<file path="config.mk">
export PLATFORM = sky130hd
export DESIGN_NAME = nonlinear_ladder_lowpass_top
export DESIGN_NICKNAME = d
export VERILOG_FILES = /design/src/hdl/nll_pkg.sv /design/src/hdl/nll_ctrl.sv /design/src/hdl/nll_datapath.sv /design/src/hdl/nonlinear_ladder_lowpass_top.sv
export VERILOG_INCLUDE_DIRS = /design/src /design/src/hdl
export SDC_FILE = /design/constraint.sdc
export NUM_CORES = 2
export LEC_CHECK = 0
export ABC_AREA = 1
export ABC_CLOCK_PERIOD_IN_PS = 8770
export BUFFER_PORTS_ARGS = -buffer_cell sky130_fd_sc_hd__buf_2
export CORE_MARGIN = 2
export CORE_UTILIZATION = 30
export CTS_CLUSTER_SIZE = 28
export DETAILED_ROUTE_END_ITERATION = 6
export SETUP_SLACK_MARGIN = 0.4
export SYNTH_ARGS = -nofsm -noshare
export SYNTH_HDL_FRONTEND = slang
export SYNTH_SLANG_ARGS = --single-unit
export TNS_END_PERCENT = 5
</file>
<file path="constraint.sdc">
create_clock -name clk -period 8.77 [get_ports clk]
set_clock_uncertainty 0.1 [all_clocks]
set_input_delay 0.877 -clock clk [delete_from_list [all_inputs] [get_ports clk]]
set_output_delay 0.877 -clock clk [all_outputs]
set_load 0.01 [all_outputs]
</file>
<file path="src/hdl/nonlinear_ladder_lowpass_top_assert.svh">
// Assertion macros used by the ladder filter controller (nll_ctrl).
`ifndef NONLINEAR_LADDER_LOWPASS_TOP_ASSERT_SVH
`define NONLINEAR_LADDER_LOWPASS_TOP_ASSERT_SVH

// Condition holds in the same cycle as the trigger.
`define NLL_ASSERT_SAME(label, ante, cons) \
  label: assert property (@(posedge clk) disable iff (rst) (ante) |-> (cons)) \
    else $error("nll: same-cycle check failed");

// Condition holds in the cycle after the trigger.
`define NLL_ASSERT_NEXT(label, ante, cons) \
  label: assert property (@(posedge clk) disable iff (rst) (ante) |=> (cons)) \
    else $error("nll: next-cycle check failed");

`endif

</file>
<file path="src/hdl/nll_pkg.sv">
package nll_pkg;

  localparam int SAMPLE_BITS = 24;
  localparam int GAIN_BITS   = 24;
  localparam int IFRAC       = 20;
  localparam int CFG_ADDR_BITS = 4;

  typedef logic [1:0] reg_idx_t;
  localparam reg_idx_t REG_CUTOFF   = 2'd0;
  localparam reg_idx_t REG_STATE    = 2'd1;
  localparam reg_idx_t REG_FEEDBACK = 2'd2;

  typedef struct packed {
    logic signed [SAMPLE_BITS-1:0] sample_in;
    logic                          block_end;
  } in_item_t;

  typedef struct packed {
    logic signed [SAMPLE_BITS-1:0] sample_out;
    logic                          block_end_out;
  } out_item_t;

  typedef struct packed {
    logic signed [GAIN_BITS-1:0] cutoff_gain;
    logic signed [GAIN_BITS-1:0] state_gain;
    logic signed [GAIN_BITS-1:0] feedback_gain;
  } gains_t;

  typedef enum logic [3:0] {
    ST_IDLE,
    ST_FB_MUL,
    ST_FB_SUB,
    ST_C_MUL,
    ST_S_MUL,
    ST_CLAMP,
    ST_SQ_MUL,
    ST_N_MUL,
    ST_DIV_INIT,
    ST_DIV,
    ST_FIN,
    ST_DONE
  } state_t;

  typedef enum logic [3:0] {
    OP_NONE,
    OP_LOAD,
    OP_FB_MUL,
    OP_FB_SUB,
    OP_C_MUL,
    OP_S_MUL,
    OP_CLAMP,
    OP_SQ_MUL,
    OP_N_MUL,
    OP_DIV_INIT,
    OP_DIV_STEP,
    OP_FIN,
    OP_OUT
  } dp_op_t;

  typedef struct packed {
    dp_op_t op;
  } dp_cmd_t;

  typedef struct packed {
    logic last_stage;
    logic div_last;
  } dp_sts_t;

endpackage

</file>
<file path="src/hdl/nll_ctrl.sv">
`include "nonlinear_ladder_lowpass_top_assert.svh"

module nll_ctrl (
  input  logic             clk,
  input  logic             rst,
  input  logic             in_valid,
  output logic             in_stall,
  output logic             out_valid,
  input  logic             out_stall,
  input  nll_pkg::dp_sts_t sts,
  output nll_pkg::dp_cmd_t cmd
);

  nll_pkg::state_t state, state_next;
  logic out_load;

  always_ff @(posedge clk) begin
    if (rst) begin
      state     <= nll_pkg::ST_IDLE;
      out_valid <= 1'b0;
    end else begin
      state <= state_next;
      if (out_load) begin
        out_valid <= 1'b1;
      end else if (!out_stall) begin
        out_valid <= 1'b0;
      end
    end
  end

  always_comb begin
    state_next = state;
    unique case (state)
      nll_pkg::ST_IDLE:     if (in_valid) state_next = nll_pkg::ST_FB_MUL;
      nll_pkg::ST_FB_MUL:   state_next = nll_pkg::ST_FB_SUB;
      nll_pkg::ST_FB_SUB:   state_next = nll_pkg::ST_C_MUL;
      nll_pkg::ST_C_MUL:    state_next = nll_pkg::ST_S_MUL;
      nll_pkg::ST_S_MUL:    state_next = nll_pkg::ST_CLAMP;
      nll_pkg::ST_CLAMP:    state_next = nll_pkg::ST_SQ_MUL;
      nll_pkg::ST_SQ_MUL:   state_next = nll_pkg::ST_N_MUL;
      nll_pkg::ST_N_MUL:    state_next = nll_pkg::ST_DIV_INIT;
      nll_pkg::ST_DIV_INIT: state_next = nll_pkg::ST_DIV;
      nll_pkg::ST_DIV:      if (sts.div_last) state_next = nll_pkg::ST_FIN;
      nll_pkg::ST_FIN: begin
        state_next = sts.last_stage ? nll_pkg::ST_DONE : nll_pkg::ST_C_MUL;
      end
      nll_pkg::ST_DONE:     if (!out_valid || !out_stall) state_next = nll_pkg::ST_IDLE;
      default:              state_next = nll_pkg::ST_IDLE;
    endcase
  end

  always_comb begin
    cmd.op   = nll_pkg::OP_NONE;
    in_stall = 1'b1;
    out_load = 1'b0;
    unique case (state)
      nll_pkg::ST_IDLE: begin
        in_stall = 1'b0;
        if (in_valid) cmd.op = nll_pkg::OP_LOAD;
      end
      nll_pkg::ST_FB_MUL:   cmd.op = nll_pkg::OP_FB_MUL;
      nll_pkg::ST_FB_SUB:   cmd.op = nll_pkg::OP_FB_SUB;
      nll_pkg::ST_C_MUL:    cmd.op = nll_pkg::OP_C_MUL;
      nll_pkg::ST_S_MUL:    cmd.op = nll_pkg::OP_S_MUL;
      nll_pkg::ST_CLAMP:    cmd.op = nll_pkg::OP_CLAMP;
      nll_pkg::ST_SQ_MUL:   cmd.op = nll_pkg::OP_SQ_MUL;
      nll_pkg::ST_N_MUL:    cmd.op = nll_pkg::OP_N_MUL;
      nll_pkg::ST_DIV_INIT: cmd.op = nll_pkg::OP_DIV_INIT;
      nll_pkg::ST_DIV:      cmd.op = nll_pkg::OP_DIV_STEP;
      nll_pkg::ST_FIN:      cmd.op = nll_pkg::OP_FIN;
      nll_pkg::ST_DONE: begin
        if (!out_valid || !out_stall) begin
          cmd.op   = nll_pkg::OP_OUT;
          out_load = 1'b1;
        end
      end
      default: cmd.op = nll_pkg::OP_NONE;
    endcase
  end

  `NLL_ASSERT_SAME(a_out_slot_free, out_load, !out_valid || !out_stall)
  `NLL_ASSERT_NEXT(a_accept_starts, in_valid && !in_stall, state == nll_pkg::ST_FB_MUL)
  `NLL_ASSERT_NEXT(a_div_runs, (state == nll_pkg::ST_DIV) && !sts.div_last,
                   state == nll_pkg::ST_DIV)
  `NLL_ASSERT_NEXT(a_last_done, (state == nll_pkg::ST_FIN) && sts.last_stage,
                   state == nll_pkg::ST_DONE)

endmodule

</file>
<file path="src/hdl/nll_datapath.sv">
module nll_datapath #(
  parameter int STAGE_COUNT = 4
) (
  input  logic               clk,
  input  logic               rst,
  input  nll_pkg::dp_cmd_t   cmd,
  output nll_pkg::dp_sts_t   sts,
  input  nll_pkg::in_item_t  in_data,
  input  nll_pkg::gains_t    gains,
  output nll_pkg::out_item_t out_data
);

  localparam int SB    = nll_pkg::SAMPLE_BITS;
  localparam int F     = SB - 1;
  localparam int IFR   = nll_pkg::IFRAC;
  localparam int GB    = nll_pkg::GAIN_BITS;
  localparam int XW    = GB + 2;
  localparam int MAW   = (SB > XW) ? SB : XW;
  localparam int MBW   = (GB > IFR + 7) ? GB : IFR + 7;
  localparam int PW    = MAW + MBW;
  localparam int AW    = XW + GB - IFR + 2;
  localparam int A2W   = IFR + 4;
  localparam int BFW   = IFR + 6;
  localparam int DENW  = IFR + 7;
  localparam int MAGW  = 2 * IFR + 7;
  localparam int X_SHR = (F >= IFR) ? F - IFR : 0;
  localparam int X_SHL = (F < IFR) ? IFR - F : 0;
  localparam int NSH   = X_SHR;
  localparam int DSH   = X_SHL;
  localparam int NW    = MAGW + NSH;
  localparam int DW    = DENW + DSH;
  localparam int QW    = F + 2;
  localparam int CW    = $clog2(QW);
  localparam int SW    = (STAGE_COUNT > 1) ? $clog2(STAGE_COUNT) : 1;
  localparam logic [SW-1:0] LAST = SW'(STAGE_COUNT - 1);
  localparam logic signed [AW-1:0] ARG_MAX = AW'(3 * (2 ** IFR));
  localparam logic signed [AW-1:0] ARG_MIN = -ARG_MAX;
  localparam logic [BFW-1:0]  K27_B = BFW'(27) << IFR;
  localparam logic [DENW-1:0] K27_D = DENW'(27) << IFR;
  localparam logic signed [QW:0] Q_MAX = (QW+1)'({F{1'b1}});
  localparam logic signed [QW:0] Q_MIN = -Q_MAX - (QW+1)'(1);

  logic signed [SB-1:0]  stage_val [STAGE_COUNT];
  logic [SW-1:0]         stage_idx;
  logic [CW-1:0]         div_cnt;
  logic signed [MAW-1:0] x0;
  logic signed [MAW-1:0] prev;
  logic signed [MAW-1:0] arg_a;
  logic signed [AW-1:0]  acc;
  logic signed [PW-1:0]  prod;
  logic [DENW-1:0]       den;
  logic                  neg;
  logic                  blk;
  logic [DW-1:0]         rem;
  logic [QW-1:0]         nbits;
  logic [QW-1:0]         quo;

  logic signed [MAW-1:0] mul_a;
  logic signed [MBW-1:0] mul_b;
  logic signed [PW-1:0]  prod_next;
  logic signed [MAW-1:0] sx;
  logic [A2W-1:0]        a2;
  logic [BFW-1:0]        bfac;
  logic [DENW-1:0]       den_next;
  logic signed [AW-1:0]  sum;
  logic signed [AW-1:0]  sum_sat;
  logic signed [PW-1:0]  prod_abs;
  logic [NW-1:0]         nval;
  logic [DW-1:0]         dval;
  logic [DW:0]           trial;
  logic                  take;
  logic signed [QW:0]    qs;
  logic signed [QW:0]    qsat;

  assign a2       = A2W'(prod >> IFR);
  assign bfac     = K27_B + BFW'(a2);
  assign den_next = K27_D + (DENW'(a2) << 3) + DENW'(a2);
  assign sx       = MAW'($signed(in_data.sample_in));

  always_comb begin
    mul_a = '0;
    mul_b = '0;
    case (cmd.op)
      nll_pkg::OP_FB_MUL: begin
        mul_a = MAW'(stage_val[LAST]);
        mul_b = MBW'(gains.feedback_gain);
      end
      nll_pkg::OP_C_MUL: begin
        mul_a = prev;
        mul_b = MBW'(gains.cutoff_gain);
      end
      nll_pkg::OP_S_MUL: begin
        mul_a = MAW'(stage_val[stage_idx]);
        mul_b = MBW'(gains.state_gain);
      end
      nll_pkg::OP_SQ_MUL: begin
        mul_a = arg_a;
        mul_b = MBW'(arg_a);
      end
      nll_pkg::OP_N_MUL: begin
        mul_a = arg_a;
        mul_b = MBW'(bfac);
      end
      default: begin
        mul_a = '0;
        mul_b = '0;
      end
    endcase
  end

  assign prod_next = PW'(mul_a) * PW'(mul_b);

  // stage input sum, clamped to the +-3 tanh range
  assign sum = acc + AW'(prod >>> F);
  always_comb begin
    if (sum > ARG_MAX) begin
      sum_sat = ARG_MAX;
    end else if (sum < ARG_MIN) begin
      sum_sat = ARG_MIN;
    end else begin
      sum_sat = sum;
    end
  end

  // sign-magnitude divider operands
  assign prod_abs = prod[PW-1] ? -prod : prod;
  assign nval     = NW'(MAGW'(prod_abs)) << NSH;
  assign dval     = DW'(den) << DSH;
  assign trial    = {rem, nbits[QW-1]};
  assign take     = trial >= {1'b0, dval};

  assign qs = neg ? -$signed({1'b0, quo}) : $signed({1'b0, quo});
  always_comb begin
    if (qs > Q_MAX) begin
      qsat = Q_MAX;
    end else if (qs < Q_MIN) begin
      qsat = Q_MIN;
    end else begin
      qsat = qs;
    end
  end

  assign sts.last_stage = (stage_idx == LAST);
  assign sts.div_last   = (div_cnt == CW'(QW - 1));

  always_ff @(posedge clk) begin
    if (rst) begin
      for (int i = 0; i < STAGE_COUNT; i++) begin
        stage_val[i] <= '0;
      end
      stage_idx <= '0;
      div_cnt   <= '0;
    end else begin
      case (cmd.op)
        nll_pkg::OP_LOAD: begin
          x0        <= (sx <<< X_SHL) >>> X_SHR;
          blk       <= in_data.block_end;
          stage_idx <= '0;
        end
        nll_pkg::OP_FB_MUL: prod <= prod_next;
        nll_pkg::OP_FB_SUB: prev <= x0 - MAW'(prod >>> F);
        nll_pkg::OP_C_MUL:  prod <= prod_next;
        nll_pkg::OP_S_MUL: begin
          acc  <= (stage_idx == '0) ? AW'(prod >>> IFR) : AW'(prod >>> F);
          prod <= prod_next;
        end
        nll_pkg::OP_CLAMP:  arg_a <= MAW'(sum_sat);
        nll_pkg::OP_SQ_MUL: prod <= prod_next;
        nll_pkg::OP_N_MUL: begin
          prod <= prod_next;
          den  <= den_next;
        end
        nll_pkg::OP_DIV_INIT: begin
          neg     <= prod[PW-1];
          rem     <= DW'(nval >> QW);
          nbits   <= nval[QW-1:0];
          quo     <= '0;
          div_cnt <= '0;
        end
        nll_pkg::OP_DIV_STEP: begin
          rem     <= take ? DW'(trial - {1'b0, dval}) : DW'(trial);
          quo     <= {quo[QW-2:0], take};
          nbits   <= nbits << 1;
          div_cnt <= div_cnt + CW'(1);
        end
        nll_pkg::OP_FIN: begin
          stage_val[stage_idx] <= SB'(qsat);
          prev                 <= MAW'(qsat);
          if (stage_idx != LAST) stage_idx <= stage_idx + SW'(1);
        end
        nll_pkg::OP_OUT: begin
          out_data.sample_out    <= stage_val[LAST];
          out_data.block_end_out <= blk;
        end
        default: ;
      endcase
    end
  end

endmodule

</file>
<file path="src/hdl/nonlinear_ladder_lowpass_top.sv">
// Four-pole nonlinear ladder lowpass, one sample request in, one out.
// Input channel: in_valid/in_stall with in_data (sample_in, block_end).
//   A request is taken when in_valid is high and in_stall low; in_stall
//   is low only while the engine is idle.
// Output channel: out_valid/out_stall with out_data (sample_out,
//   block_end_out). The result sits in an output register, so a new input
//   request is taken while the previous result still waits.
// Requests are handled one at a time: a new one is taken only once the
//   engine is back in idle after the previous result was loaded. The pace
//   is set by one shared multiplier and the bit-serial divider (one quotient
//   bit per cycle) that each stage's tanh approximation runs through.
// If out_stall holds while a finished result is ready, the engine waits
//   in its final state until the output register frees up.
// Reset (rst, synchronous): stage values clear to zero, gains return to
//   cutoff 0.5, state 0.5, feedback 0; no result is pending.
// APB: cutoff_gain at 0x0, state_gain at 0x4, feedback_gain at 0x8, 24 bit
//   signed Q4.20, read back sign extended. Write only while idle.
module nonlinear_ladder_lowpass_top #(
  parameter int STAGE_COUNT = 4
) (
  input  logic                                clk,
  input  logic                                rst,
  input  logic                                in_valid,
  output logic                                in_stall,
  input  nll_pkg::in_item_t                   in_data,
  output logic                                out_valid,
  input  logic                                out_stall,
  output nll_pkg::out_item_t                  out_data,
  input  logic                                psel,
  input  logic                                penable,
  input  logic                                pwrite,
  input  logic [nll_pkg::CFG_ADDR_BITS-1:0]   paddr,
  input  logic [31:0]                         pwdata,
  output logic [31:0]                         prdata,
  output logic                                pready
);

  nll_pkg::gains_t  gains;
  nll_pkg::dp_cmd_t cmd;
  nll_pkg::dp_sts_t sts;
  nll_pkg::reg_idx_t reg_idx;
  logic cfg_wr;

  assign pready  = 1'b1;
  assign reg_idx = paddr[3:2];
  assign cfg_wr  = psel && penable && pwrite && pready;

  // gain registers; unknown index is ignored
  always_ff @(posedge clk) begin
    if (rst) begin
      gains.cutoff_gain   <= nll_pkg::GAIN_BITS'(524288);
      gains.state_gain    <= nll_pkg::GAIN_BITS'(524288);
      gains.feedback_gain <= '0;
    end else if (cfg_wr) begin
      unique case (reg_idx)
        nll_pkg::REG_CUTOFF:   gains.cutoff_gain   <= pwdata[nll_pkg::GAIN_BITS-1:0];
        nll_pkg::REG_STATE:    gains.state_gain    <= pwdata[nll_pkg::GAIN_BITS-1:0];
        nll_pkg::REG_FEEDBACK: gains.feedback_gain <= pwdata[nll_pkg::GAIN_BITS-1:0];
        default: ;
      endcase
    end
  end

  always_comb begin
    unique case (reg_idx)
      nll_pkg::REG_CUTOFF:   prdata = 32'(gains.cutoff_gain);
      nll_pkg::REG_STATE:    prdata = 32'(gains.state_gain);
      nll_pkg::REG_FEEDBACK: prdata = 32'(gains.feedback_gain);
      default:               prdata = '0;
    endcase
  end

  nll_ctrl u_ctrl (
    .clk       (clk),
    .rst       (rst),
    .in_valid  (in_valid),
    .in_stall  (in_stall),
    .out_valid (out_valid),
    .out_stall (out_stall),
    .sts       (sts),
    .cmd       (cmd)
  );

  nll_datapath #(
    .STAGE_COUNT (STAGE_COUNT)
  ) u_datapath (
    .clk      (clk),
    .rst      (rst),
    .cmd      (cmd),
    .sts      (sts),
    .in_data  (in_data),
    .gains    (gains),
    .out_data (out_data)
  );

endmodule

</file>
==> run metrics <==
Hold Path Depth 1; area of the multi-input gates 35000 sq um; Worst R2R Start u_ctrl.state[3]; reg2reg setup slack 0.63 ns; Pre-antenna DRT Iters 6; share of cells above drive strength 1 11.3%; worst min path class input pin to flip-flop; num rows 156; Final Max Slew Viols 0; relative slew slack 16.6%; die width 431 um; Worst-Margin Slew 1.25 ns; vias in the first global route 44900; leak pwr 0.0311 uW; synth unique cells 59; synthesis-stage register bit count 468; DIE HEIGHT 431 um; clock slew at reported path FFs 0.07 ns; Filler Cells Inserted 18800; NetSw 2040 uW; Max Fclk 123 MHz; Syn Nets 7761; Clock Sinks 468; WP data required 9.09 ns; Power Dens Cells 100 nW/um^2; gr usage total 18.9%; H-tree depth 2; Synth Cell Area 54600 sq um; Max Cap Viol 0; power share of the clock group 35.5%; gpl congestion 0.952; Setup TNS 0 ns; Critical Path Most Common Cell fa_1; IO Port Bufs 113; via count 45100; status finished clean; post-synthesis cell count 6670; Worst path max stage delay 0.55 ns; top_reg_cell synth edfxtp_1; Initial Utilization 30.2%; Flop pwr share 40.8%; Post-route DRC 0; Hold Slack 0.286 ns; IO Pins 128; Remaining Overflow, GRT 0; initial antenna violation count 1; routed length per instance 18.8 um; fin crit period 8.14 ns; Hold Path Origin in_data[0]; reg2reg path depth 34; Root Driver clkbuf_16; FFs w/ async S/R, synth 0%; DR iter-0 viols 4154; Routed Antenna Nets 0; global-route wire length before repair 270 mm; clock buffer depth 3; sequential cell area 13200 sq um; hold endpoint u_datapath.blk; final hold violations 0; Core Box Area 181000 sq um; critical path type flip-flop to flip-flop; arrival time at the worst endpoint 8.46 ns; Comb pwr share 23.7%; Crit-path slowest cell fa_1; Worst VDD drop 0.000144 V; DP HPWL 146 mm; Setup crit start kind flip-flop; RSZ-0062 raised after global routing yes; Switching Share 32.7%; Num CTS Buffers 51; Seq/Total Area, Yosys 24.2%; RR Endpoint u_datapath.prod[47]; cell area after layout 62500 sq um; largest net degree at the start of global routing 80; clk_lat worst skew 0.68 ns; number of synthesized flops with an enable pin 382; Die ar. 185000 sq um; average size of a mapped cell 8.19 sq um; Cell Area, Placed 60300 sq um; Synth-to-Final Area Change 14.4%; Setup crit end kind flip-flop; P_int 4210 uW; Hold Buf Count CTS 0; TritonCTS clock tree built; post-route clock period utilization 92.8%; maximum fanout along the worst path 19; post-DR vias/cell 4.80; NumNets Final 8082; setup violators final 0; Synth warnings 0; wire length after detailed routing 177 mm
==> sequential cells by signal, summed over array words and instances (netlist names), 2 cells and up, named ones only <==
signal and flops:
u_datapath.rem 27, u_datapath.nbits 22, u_datapath.div_cnt 5, u_ctrl.state 4
u_datapath.x0 21, u_datapath.den 27, u_datapath.acc 32, u_datapath.quo 25
u_datapath.prev 26, u_datapath.out_data 25, gains 72, u_datapath.stage_idx 2
u_datapath.arg_a 26, u_datapath.stage_val 96, u_datapath.prod 53
==> critical path, delay by kind of cell (launching register included) <==
kind	cells	cell delay, ns
flops	1	0.35
fa+ha+maj	8	3.91
simple gates	7	0.83
xor+xnor	1	0.13
compound gates	7	1.25
buf+inv	11	1.29
==> power groups by stage <==
stage	logic (uW)	registers [uW]	clock network (uW)
2_1_floorplan	894	2580	0
3_3_place_gp	1430	2600	0
3_5_place_dp	1450	2600	0
4_1_cts	1460	2550	2260
5_1_grt	1630	2550	2330
6_report	1480	2550	2220
==> cells in the mapped netlist, types with 4 or more instances <==
master	n	share of area, %
o21ai_1	18	0.16
nand2_2	17	0.19
o31ai_1	5	0.069
fa_1	738	27
o22ai_1	22	0.25
o21ai_2	8	0.13
buf_2	82	0.75
or2_2	8	0.092
o2111ai_2	5	0.14
buf_1	5	0.034
edfxtp_1	382	21
nand4_1	54	0.62
o221ai_1	24	0.38
and2_1	29	0.33
dfxtp_1	86	3.2
nor4_4	10	0.39
a21oi_1	364	3.3
a21o_1	16	0.22
nand3_1	137	1.3
o21ai_0	286	2.6
nor2_4	5	0.10
nor3_2	4	0.073
clkinv_1	4	0.027
inv_2	44	0.30
o21bai_1	17	0.23
nor2_1	496	3.4
xnor2_1	47	0.75
nand2_1	1552	11
nor4_1	19	0.22
buf_4	36	0.49
clkbuf_1	98	0.67
o211ai_1	14	0.19
nor3_1	50	0.46
nand3b_1	6	0.082
a21boi_0	5	0.069
a221o_1	23	0.42
xor2_1	108	1.7
nor2_2	34	0.39
a31oi_1	23	0.26
o21a_1	8	0.11
ha_1	285	6.5
inv_1	1464	10
==> per-stage QoR <==
step | total power, uW | std cells | utilization (%) | setup slack, ns
floorplan | 3470 | 6670 | - | 0.859
global placement | 4030 | 9294 | 33.3 | 0.214
detailed placement | 4040 | 9294 | 33.3 | 0.102
CTS | 6270 | 9389 | 34.3 | 0.382
global route | 6510 | 9401 | 34.6 | 0.323
finish | 6250 | 9402 | 34.6 | 0.629
==> final cells by class <==
| class | count | area share (%) |
|---|---|---|
| Antenna cell | 2 | 0.00801 |
| Clock buffer | 63 | 2.20 |
| Clock inverter | 29 | 0.529 |
| Inverter | 1512 | 9.13 |
| Multi-Input combinational cell | 4466 | 56.0 |
| Sequential cell | 468 | 21.1 |
| Tap cell | 2370 | 4.75 |
| Timing Repair Buffer | 491 | 6.21 |
| Timing Repair inverter | 1 | 0.00801 |
==> what timing repair did <==
item	CTS	global route
gates resized for setup	18	84
setup buffers	3	9
cloned	0	2
pin swaps	2	6
setup endpoints to repair	23	31
==> cells in the final DEF, fill, tap and decap left out, types with 17 or more instances in the layout <==
master,n
a31oi_1,21
edfxtp_1,382
nor3_1,43
fa_1,736
buf_2,113
o21ai_0,279
o221ai_1,24
inv_2,42
nand4_1,54
nand2_2,24
o21ai_1,25
nor2_1,479
a21oi_1,352
and2_1,29
xnor2_1,47
ha_1,281
nor2_2,46
inv_1,1457
buf_4,333
dfxtp_1,83
clkbuf_16,53
nand2_1,1545
o22ai_1,19
xor2_1,108
a221o_1,23
nand3_1,132
o21bai_1,17
buf_12,33
==> routing by layer <==
layer	part of all wire, %	track usage [%]	vias up
li1	-	-	21200
met1	42	25.4	22300
met2	47	30.8	1420
met3	6.0	1.93	223
met4	5.0	8.52	0
met5	0	0	-
==> kinds of logic after synthesis <==
logic type | share of synthesized area (%)
other cells | 0.00687
xor+xnor | 2.49
fa+ha+maj | 33.6
compound gates | 8.81
buf+inv | 12.4
simple gates | 18.5
flops | 24.2
==> worst max-delay path by stage <==
stage | startpoint | to | slack [ns] | cells past startpoint
4_1_cts | u_ctrl.state[1] | u_datapath.prod[45] | 0.38 | 33
6_report | u_ctrl.state[3] | u_datapath.prod[47] | 0.63 | 34
3_3_place_gp | u_ctrl.state[0] | u_datapath.prod[47] | 0.21 | 32
2_1_floorplan | u_ctrl.state[0] | u_datapath.prod[52] | 0.86 | 29
3_5_place_dp | u_ctrl.state[0] | u_datapath.prod[46] | 0.10 | 31
5_1_grt | u_datapath.prod[41] | u_datapath.prod[47] | 0.32 | 38
(Power assumes the default switching activity.)
